$ cat config.mk
export PLATFORM = sky130hd
export DESIGN_NAME = isl_match
export DESIGN_NICKNAME = d
export VERILOG_FILES = /design/src/hw/rtl/isl_pkg.sv /design/src/hw/rtl/isl_match.sv
export SDC_FILE = /design/constraint.sdc
export NUM_CORES = 1
export LEC_CHECK = 0
export BUFFER_PORTS_ARGS = -buffer_cell sky130_fd_sc_hd__buf_2
export CORE_AREA = 4 4 291 293
export DETAILED_ROUTE_END_ITERATION = 6
export DIE_AREA = 0 0 295 297
export PLACE_DENSITY_LB_ADDON = 0.15
export SYNTH_ARGS = -nofsm -noshare
export SYNTH_HDL_FRONTEND = slang
export SYNTH_SLANG_ARGS = --single-unit
$ cat constraint.sdc
create_clock -name vclk -period 5.5
set_input_delay 1.1 -clock vclk [all_inputs]
set_output_delay 1.1 -clock vclk [all_outputs]
set_load 0.01 [all_outputs]
$ cat src/hw/rtl/isl_pkg.sv
// shared types and constants for the sa policy lookup
`timescale 1ns / 1ps
package isl_pkg;
    localparam int MaxEntries = 32;
    localparam int WordsPerEntry = 8;
    localparam int EntryBits = WordsPerEntry * 64;
    localparam int IdxW = $clog2(MaxEntries);
    localparam logic [31:0] LtInfinite = 32'hFFFF_FFFF;
    localparam logic [7:0] ProtoAny = 8'd255;
    localparam logic [7:0] ProtoTcp = 8'd6;
    localparam logic [7:0] ProtoUdp = 8'd17;
    localparam logic ActLoad = 1'b0;
    localparam logic ActSearch = 1'b1;

    typedef enum logic [1:0] {
        ST_IDLE,
        ST_SCAN,
        ST_DONE
    } state_t;

    typedef struct packed {
        logic [63:0] khi;
        logic [63:0] klo;
        logic [31:0] now;
        logic [5:0] mask;
        logic spiv;
        logic [31:0] spi;
        logic [7:0] proto;
        logic [31:0] ports;
        logic [7:0] my;
    } key_t;

    // result of testing one entry
    typedef struct packed {
        logic expired;
        logic hit;
    } eval_t;
endpackage

$ cat src/hw/rtl/isl_match.sv
// combinational test of one entry against the search key
`timescale 1ns / 1ps
module isl_match
    import isl_pkg::*;
(
    input  logic [EntryBits-1:0] entry,
    input  key_t                 key,
    output eval_t                res
);
    logic [63:0] w [WordsPerEntry];
    logic [31:0] lt;
    logic ported, ok;
    logic [7:0] slen, rlen;

    function automatic logic pfx(input logic [63:0] kh, input logic [63:0] kl,
                                 input logic [63:0] eh, input logic [63:0] el,
                                 input logic [7:0] len);
        logic [127:0] m;
        logic [7:0] l;
        l = (len > 8'd128) ? 8'd128 : len;
        m = (l == 8'd0) ? 128'd0 : ~(128'd0) << (8'd128 - l);
        return ((({kh, kl} ^ {eh, el}) & m) == 128'd0);
    endfunction

    function automatic logic pin(input logic [63:0] pw, input logic [31:0] p);
        return p[31:16] >= pw[63:48] && p[31:16] <= pw[47:32]
            && p[15:0] >= pw[31:16] && p[15:0] <= pw[15:0];
    endfunction

    always_comb
    begin
        for (int i = 0; i < WordsPerEntry; i++)
        begin
            w[i] = entry[i*64 +: 64];
        end
        lt = w[0][63:32];
        slen = w[1][23:16];
        rlen = w[1][31:24];
        ported = (key.proto == ProtoTcp) || (key.proto == ProtoUdp);
        res.expired = (lt != LtInfinite) && (lt < key.now);
        ok = 1'b1;
        if (key.mask[0])
        begin
            if (key.spiv)
                ok = ok & w[1][0] & (w[0][31:0] == key.spi);
            else
                ok = ok & ~w[1][0];
        end
        if (key.mask[1])
            ok = ok & ((w[1][15:8] == ProtoAny) || (w[1][15:8] == key.proto));
        if (key.mask[2])
            ok = ok & pfx(key.khi, key.klo, w[2], w[3], slen)
                 & (~ported | pin(w[6], key.ports));
        else if (key.mask[3])
            ok = ok & pfx(key.khi, key.klo, w[4], w[5], rlen)
                 & (~ported | pin(w[7], key.ports));
        if (key.mask[4])
            ok = ok & ((w[1][39:32] & key.my) != 8'd0);
        else if (key.mask[5])
            ok = ok & ((w[1][47:40] & key.my) != 8'd0);
        res.hit = ok & ~res.expired;
    end
endmodule

# == Word-level counts from Yosys, hierarchy flattened ==
# Cells that the tools add are included.
# totals
ff_bits,0
output_inout_bits,2
word_cells,67
# op_classes
add_sub_neg,2
n_lt_le_gt_ge,11
n_eq_ne,6
shift,2
muxes,11
bitwise,20
n_reduce_logical,15
# ops
cell,n
128-bit bitwise AND,2
128-bit logical NOT,2
128-bit 2-to-1 mux,2
128-bit by 8-bit << shifter with 128-bit output (first input constant),2
128-bit bitwise XOR,2
16-bit greater-or-equal comparator,4
16-bit less-or-equal comparator,4
32-bit == test,1
32-bit less-than comparator,1
32-bit inequality test (second input constant),1
8-bit bitwise AND,2
8-bit > comparator (second input constant),2
8-bit logical NOT,2
8-bit 2-to-1 mux,2
8-bit nonzero test,2
8-bit subtractor (first input constant),2
1-bit bitwise AND,9
8-bit by 3-bit == test with 1-bit output (second input constant),1
8-bit by 5-bit == test with 1-bit output (second input constant),1
8-bit == test,1
8-bit == test (second input constant),1
1-bit logical AND,7
1-bit 2-to-1 mux,7
1-bit inverter,3
other kinds (2),4

# == Logic depth before layout (Yosys ltp) ==
# Gate-level depths: netlist of run 1.
# logic_depth
depth_word,15
ltp_mapped,18
mapped_depth_nobuf,15

# == Worst setup path before layout of run 1 ==
# OpenSTA, ideal clock, no wires.
# synth_timing
path_type,input to output
from,input port entry[87]
to,output port res[0] in the netlist's numbering
arrival_time_ns,4.677
required_ns,4.400
setup_slack_ns,-0.277
path_stages,17
path_buffers,3
cell_sequence,clkbuf_1 > clkbuf_1 > nand2b_1 > ha_1 > inv_1 > ha_1 > clkbuf_1 > or2_2 > nor4_1 > o22ai_1 > a221oi_1 > nand4_1 > o21ai_0 > nand4_1 > o311ai_0 > o2111ai_1 > a21oi_1
# synth_lines
item,line,text
"start, declared",isl_match.sv:6,"input logic [EntryBits-1:0] entry,"
"end, declared",isl_match.sv:8,output eval_t res

==> run metrics, run 1 <==
Crit-path slowest cell o31ai_2; Critical Path, Cell by Cell buf_2 -> buf_4 -> o31a_1 -> o31ai_2 -> buf_4 -> nor2_1 -> a21oi_1 -> o221a_2 -> nand4_1 -> nor4_2 -> buf_4 -> a31oi_4 -> or4_4 -> a21oi_2 -> buf_4; power per cell area between 90 and 100 nW/µm²; CP max stage delay about 580 ps; Synth Net Count approximately 2400; simple-gate portion of the synthesized area 0.199; via count 15300; Slew HR 0.302; P&R area growth vs syn 66.9%; Worst Hold Depth 4; Total GRT Usage 0.206; DR DRC count 0; critical path startpoint category input port; Peak VDD IR approximately 0.034 mV; proportion of synthesized area in mux cells 0; CP arrival 4430 ps; first-pass GRT wire length 128 mm; final core utilization 0.211; Area contributors post-synth ha_1 (20%), xor2_1 (16%), xnor2_1 (9.4%), inv_1 (6.2%), o21ai_0 (4.9%); largest family of logic cells by synthesized area compound AO/OA/AOI/OAI gates; wire per inst between 20 and 30 µm; Core ar. 81800 µm²; maxcap violations 0; fin. max-slew vios 0; via density per instance about 4.4; Placement Rows around 110; post-synthesis xor/xnor area fraction 0.252; worst slew pin tran 1030 ps; share of layout cells above drive strength 1 0.427; WL final 96.1 mm; Seq cells 0; Final GP Congestion 0.950; Final Hold Viols 0; number of global-route vias before repair between 15000 and 20000; register area share after synthesis 0; Mean Syn Cell Area between 7 and 8 µm²; crit path max fanout 8; Die Height 297 µm; post-DP HPWL between 90 and 100 mm; status finished with violations; PnR worst setup slack -28.5 ps; Hold Path Class in -> out; Remaining Overflow, GRT 0; number of I/O pins roughly 760; PortBufs about 740; NumNets Final approximately 3300; worst path required time about 4400 ps; Leak 8.76 nW; Post-Syn Instances roughly 1500; Synth Area in Adders 0.206; post-synth cell types 72; Max Freq between 150 and 200 MHz; Worst setup EP type output port; clock buffers 0; unrepaired setup endpoints after global routing yes; pin count of the biggest net entering global routing 17; synthesized area 10400 µm²; register area 0 µm²; DRT antenna net count 0; post-synth top area share 0.204; failing checks negative setup slack; CP most frequent cell buf_4; Compound-Gate Fraction of Synth Area 0.267; Pre-Repair DR Iteration Count 6; Setup Viol. Count Final 1; initial antenna violation count between 60 and 70; DIE AREA 87600 µm²; Design Power around 0.0017 W; Initial Util 0.127; period utilisation layout 1.01; DRT iter0 DRCs between 900 and 1000; minimum clock period ~5500 ps; crit path kind in -> out; DIE WIDTH approximately 300 µm; area leader, netlist ha_1; YS warnings 0
-- final timing paths --
check	from	end	slack [ps]
worst max-delay path	entry[89]	res[0]	-30
worst min-delay path	key[83]	res[0]	2760
-- worst max-delay path, delay by kind of cell --
family                 cells  cell delay, ps
AOI/OAI and AO/OA          6            1440
and+or+nand+nor            4            1050
buffers and inverters      5             810
-- Yosys cell counts (3+ instances only) --
master and n:
or2_2 3, nand2b_1 19, a22o_1 7, xor2_1 187
nor2b_1 21, a211oi_1 12, a211o_1 6, a31oi_1 24
nor4b_1 3, o22ai_1 9, o32a_1 4, o311ai_0 3
nand3_1 30, inv_1 171, nor2_1 70, a21o_1 42
a222oi_1 9, o41ai_1 3, or4_1 8, nor3_4 3
o211ai_1 14, and3_1 4, and2_1 4, a21oi_1 98
ha_1 169, nor4_1 32, or3_1 6, buf_2 11
nor3_1 39, xnor2_1 111, nand4b_1 3, nand2_1 73
o21ai_0 102, a32oi_1 3, o31ai_1 10, o2111ai_1 8
o21a_1 6, a22oi_1 19, nand4_1 54, or4b_2 3
a2111oi_0 8, a221oi_1 7, clkbuf_1 22
-- metrics by stage --
| step | std cells | area [µm²] | hold slack (ps) | TNS (ps) | setup slack, ps |
|---|---|---|---|---|---|
| finish | 3474 | 17300 | 2760 | -28.5 | -28.5 |
| global route | 3459 | 17300 | 2760 | -167 | -167 |
| CTS | 3451 | 17100 | 2780 | -83.8 | -83.8 |
| detailed placement | 3444 | 16700 | 2790 | -595 | -595 |
| global placement | 3444 | 16700 | 2800 | -680 | -680 |
| floorplan | 1480 | 10400 | 2360 | 0 | 5.13 |
-- placed cells by master (no fill, tap or decap), types with 5 or more instances in the layout --
master	n
nor2b_1	17
a31oi_1	22
xnor2_1	111
nor4_2	5
o22ai_1	9
a22oi_1	19
or4_1	6
a221oi_1	5
nand2_1	65
buf_2	735
a2111oi_0	5
a222oi_1	9
o2111ai_1	7
nor4_1	24
o21a_1	6
buf_6	6
diode_2	20
nand4_1	54
nand2_2	6
buf_4	191
nor3_1	39
o21ai_0	98
a21oi_1	95
nand2b_1	18
o211ai_1	14
a22o_1	7
o31ai_1	7
a211oi_1	11
buf_12	5
a211o_1	6
nand3_1	29
xor2_1	187
ha_1	164
nor2_1	68
a21o_1	42
inv_1	167
or3_1	6
-- cell type report --
| class | instances | area [µm²] |
|---|---|---|
| well taps | 1070 | 1340 |
| fillers | 9491 | 64500 |
| diodes | 20 | 50.0 |
| repair buffers | 938 | 5300 |
| inverters | 171 | 644 |
| multi-input cells | 1275 | 9970 |
-- timing repair --
action | 4_1_cts | 5_1_grt
pin swaps | 21 | 17
resized for setup | 66 | 31
hold buffers | 0 | 0
setup endpoints to repair | 1 | 1
setup buffers | 8 | 4
-- layer usage --
layer	vias up	GRT usage	part of all wire
met5	-	0	0.0022
met4	30	0.0296	0.019
met3	106	0.0361	0.068
met2	704	0.406	0.53
met1	7269	0.234	0.38
li1	7237	-	-
-- power breakdown --
| part | total, W | internal [W] | switching [W] | leakage [nW] |
|---|---|---|---|---|
| Sequential | 0 | 0 | 0 | 0 |
| Combinational | 0.00171 | 0.000735 | 0.000976 | 8.76 |
| Clock | 0.0000000000996 | 0.0000000000995 | 0 | 0.000127 |
| Total | 0.00171 | 0.000735 | 0.000976 | 8.76 |
-- logic make-up (layout without fill, tap and decap cells) --
| kind of cell | after synthesis | count (layout) |
|---|---|---|
| other | 0 | 20 |
| XOR/XNOR | 298 | 298 |
| AND/OR/NAND/NOR | 385 | 385 |
| AO/OA/AOI/OAI | 421 | 421 |
| adder cells (fa/ha/maj) | 171 | 171 |
| buffers and inverters | 205 | 1109 |
(Power assumes the default switching activity.)
==> run 2, diff against run 1 <==
--- a/config.mk
+++ b/config.mk
@@ -10,6 +10,7 @@
 export DETAILED_ROUTE_END_ITERATION = 6
 export DIE_AREA = 0 0 295 297
 export PLACE_DENSITY_LB_ADDON = 0.15
+export SETUP_SLACK_MARGIN = 0.4
 export SYNTH_ARGS = -nofsm -noshare
 export SYNTH_HDL_FRONTEND = slang
 export SYNTH_SLANG_ARGS = --single-unit
==> run metrics, run 2 (synthesis results as in run 1) <==
period utilisation layout 1.03 (+0.0209); Crit-path slowest cell o311ai_2; delay-heaviest family, CP compound AO/OA/AOI/OAI gates; Multi-input gate area 9870 µm² (-1.0%); Crit. Startpoint entry[80]; Crit. path cell count 16 (+1); CP max stage delay 400 ps (-180 ps); via density per instance 4.35 (-1.6%); Fin Setup TNS -143 ps (-115 ps); maxcap violations 0 (unchanged); Setup Viol. Count Final 1 (unchanged); minimum clock period 5640 ps (+115 ps); DR DRC count 0 (unchanged); power per cell area 98.4 nW/µm² (-0.55%); post-DP HPWL 89.3 mm (-0.77%); crit path max fanout 7 (-1); fin. max-slew vios 0 (unchanged); Core ar. 81800 µm² (unchanged); critical path startpoint category input port; worst path required time 4400 ps (about the same); share of layout cells above drive strength 1 0.417 (-0.00961); CP most frequent cell buf_4; DIE WIDTH 295 µm (unchanged); Slew HR 0.345 (+0.0431); CP bufs+invs 6 (+1); Pre-Repair DR Iteration Count 5 (-1); number of global-route vias before repair 16600 (+2.9%); number of I/O pins 761 (unchanged); Seq cells 0 (unchanged); final std cells w/o fill 3470 (-0.12%); Initial Util 0.127 (unchanged); Max Freq 177 MHz (-2.0%); PortBufs 738 (unchanged); Placed Cells 3445 (+0.029%); NumNets Final 3309 (-0.15%); wire per inst 27.3 µm (-1.2%); unrepaired setup endpoints after global routing yes; Placement Rows 105 (unchanged); crit path to res[0]; Hold Path Class in -> out; clock buffers 0 (unchanged); final core utilization 0.209 (-0.00199); CP arrival 4540 ps (+110 ps); DRT antenna net count 0 (unchanged); Leak 8.71 nW (-0.49%); status finished with violations; worst slew pin tran 982 ps (-51.2 ps); Critical Path, Cell by Cell buf_2 -> buf_4 -> o31a_1 -> nor3_2 -> buf_4 -> nand3_1 -> o211ai_1 -> buf_4 -> nand4_1 -> nor4_1 -> nand4_1 -> o311ai_2 -> buf_4 -> o2111ai_1 -> a21oi_2 -> buf_6; commonest non-fill, non-tap cells in the layout buf_2 (734), buf_4 (191), xor2_1 (187); failing checks negative setup slack; PnR worst setup slack -143 ps (-115 ps); WL final 94.8 mm (-1.3%); first-pass GRT wire length 126 mm (-1.0%); Peak VDD IR 0.0412 mV (+20%); DRT iter0 DRCs 885 (-4.5%); most common cell after layout, fill and taps aside buf_2; crit path kind in -> out; number of fill cells in the layout 9407 (-0.89%); Final GP Congestion 0.935 (-1.6%); Worst setup EP type output port; Die Height 297 µm (unchanged); Design Power 0.00169 W (-1.5%); Total GRT Usage 0.204 (-0.00273); Remaining Overflow, GRT 0 (unchanged); initial antenna violation count 41 (-35%); Final Hold Viols 0 (unchanged); pin count of the biggest net entering global routing 28 (+11); P&R area growth vs syn 65.3%; DIE AREA 87600 µm² (unchanged); register area 0 µm² (unchanged); via count 15100 (-1.7%)
## run 2: area by class of cell
cell class	instances	share of cell area
Timing Repair Buffer	933	0.305
Tap cell	1070	0.0781
Inverter	171	0.0379
Antenna cell	21	0.00307
Multi-Input combinational cell	1275	0.576
## run 2: repair_timing
action                                  CTS  global route
cloned                                    0             1
setup buffers                             0             3
pin swaps                                 5            11
endpoints found under the setup margin    1             1
resized for setup                        20            21
hold buffers                              0             0
## run 2: worst min-delay path, delay by kind of cell
kind                   cells  cell delay (ps)
buffers and inverters      2              260
AO/OA/AOI/OAI              1               50
AND/OR/NAND/NOR            1              160
## run 2: how the worst min path moves through the flow
stage	start	endpoint	slack [ps]	cells past startpoint
6_report	key[83]	res[0]	2690	4
5_1_grt	key[83]	res[0]	2730	4
4_1_cts	key[83]	res[0]	2760	4
3_5_place_dp	key[83]	res[0]	2840	4
3_3_place_gp	key[83]	res[0]	2850	4
2_1_floorplan	key[83]	res[0]	2360	2
## run 2: stage by stage
stage          worst slack [ps]  hold WS (ps)  cell area, µm²
4_1_cts                    -150          2760           16900
6_report                   -143          2690           17100
2_1_floorplan               407          2360           10600
3_3_place_gp               -539          2850           16800
5_1_grt                    -327          2730           17100
3_5_place_dp               -545          2840           16800
## run 2: where the power goes
group,switching [W],total (W),internal [W]
sequential,0,0,0
clock,0,0.000000000517,0.000000000517
combinational,0.000971,0.00169,0.000715
total,0.000971,0.00169,0.000715
## run 2: metal layers
metal | track usage | up-vias | part of all wire
li1 | - | 7233 | -
met1 | 0.216 | 7102 | 0.37
met2 | 0.409 | 658 | 0.55
met3 | 0.0349 | 80 | 0.062
met4 | 0.0496 | 16 | 0.023
met5 | 0 | - | 0.0012
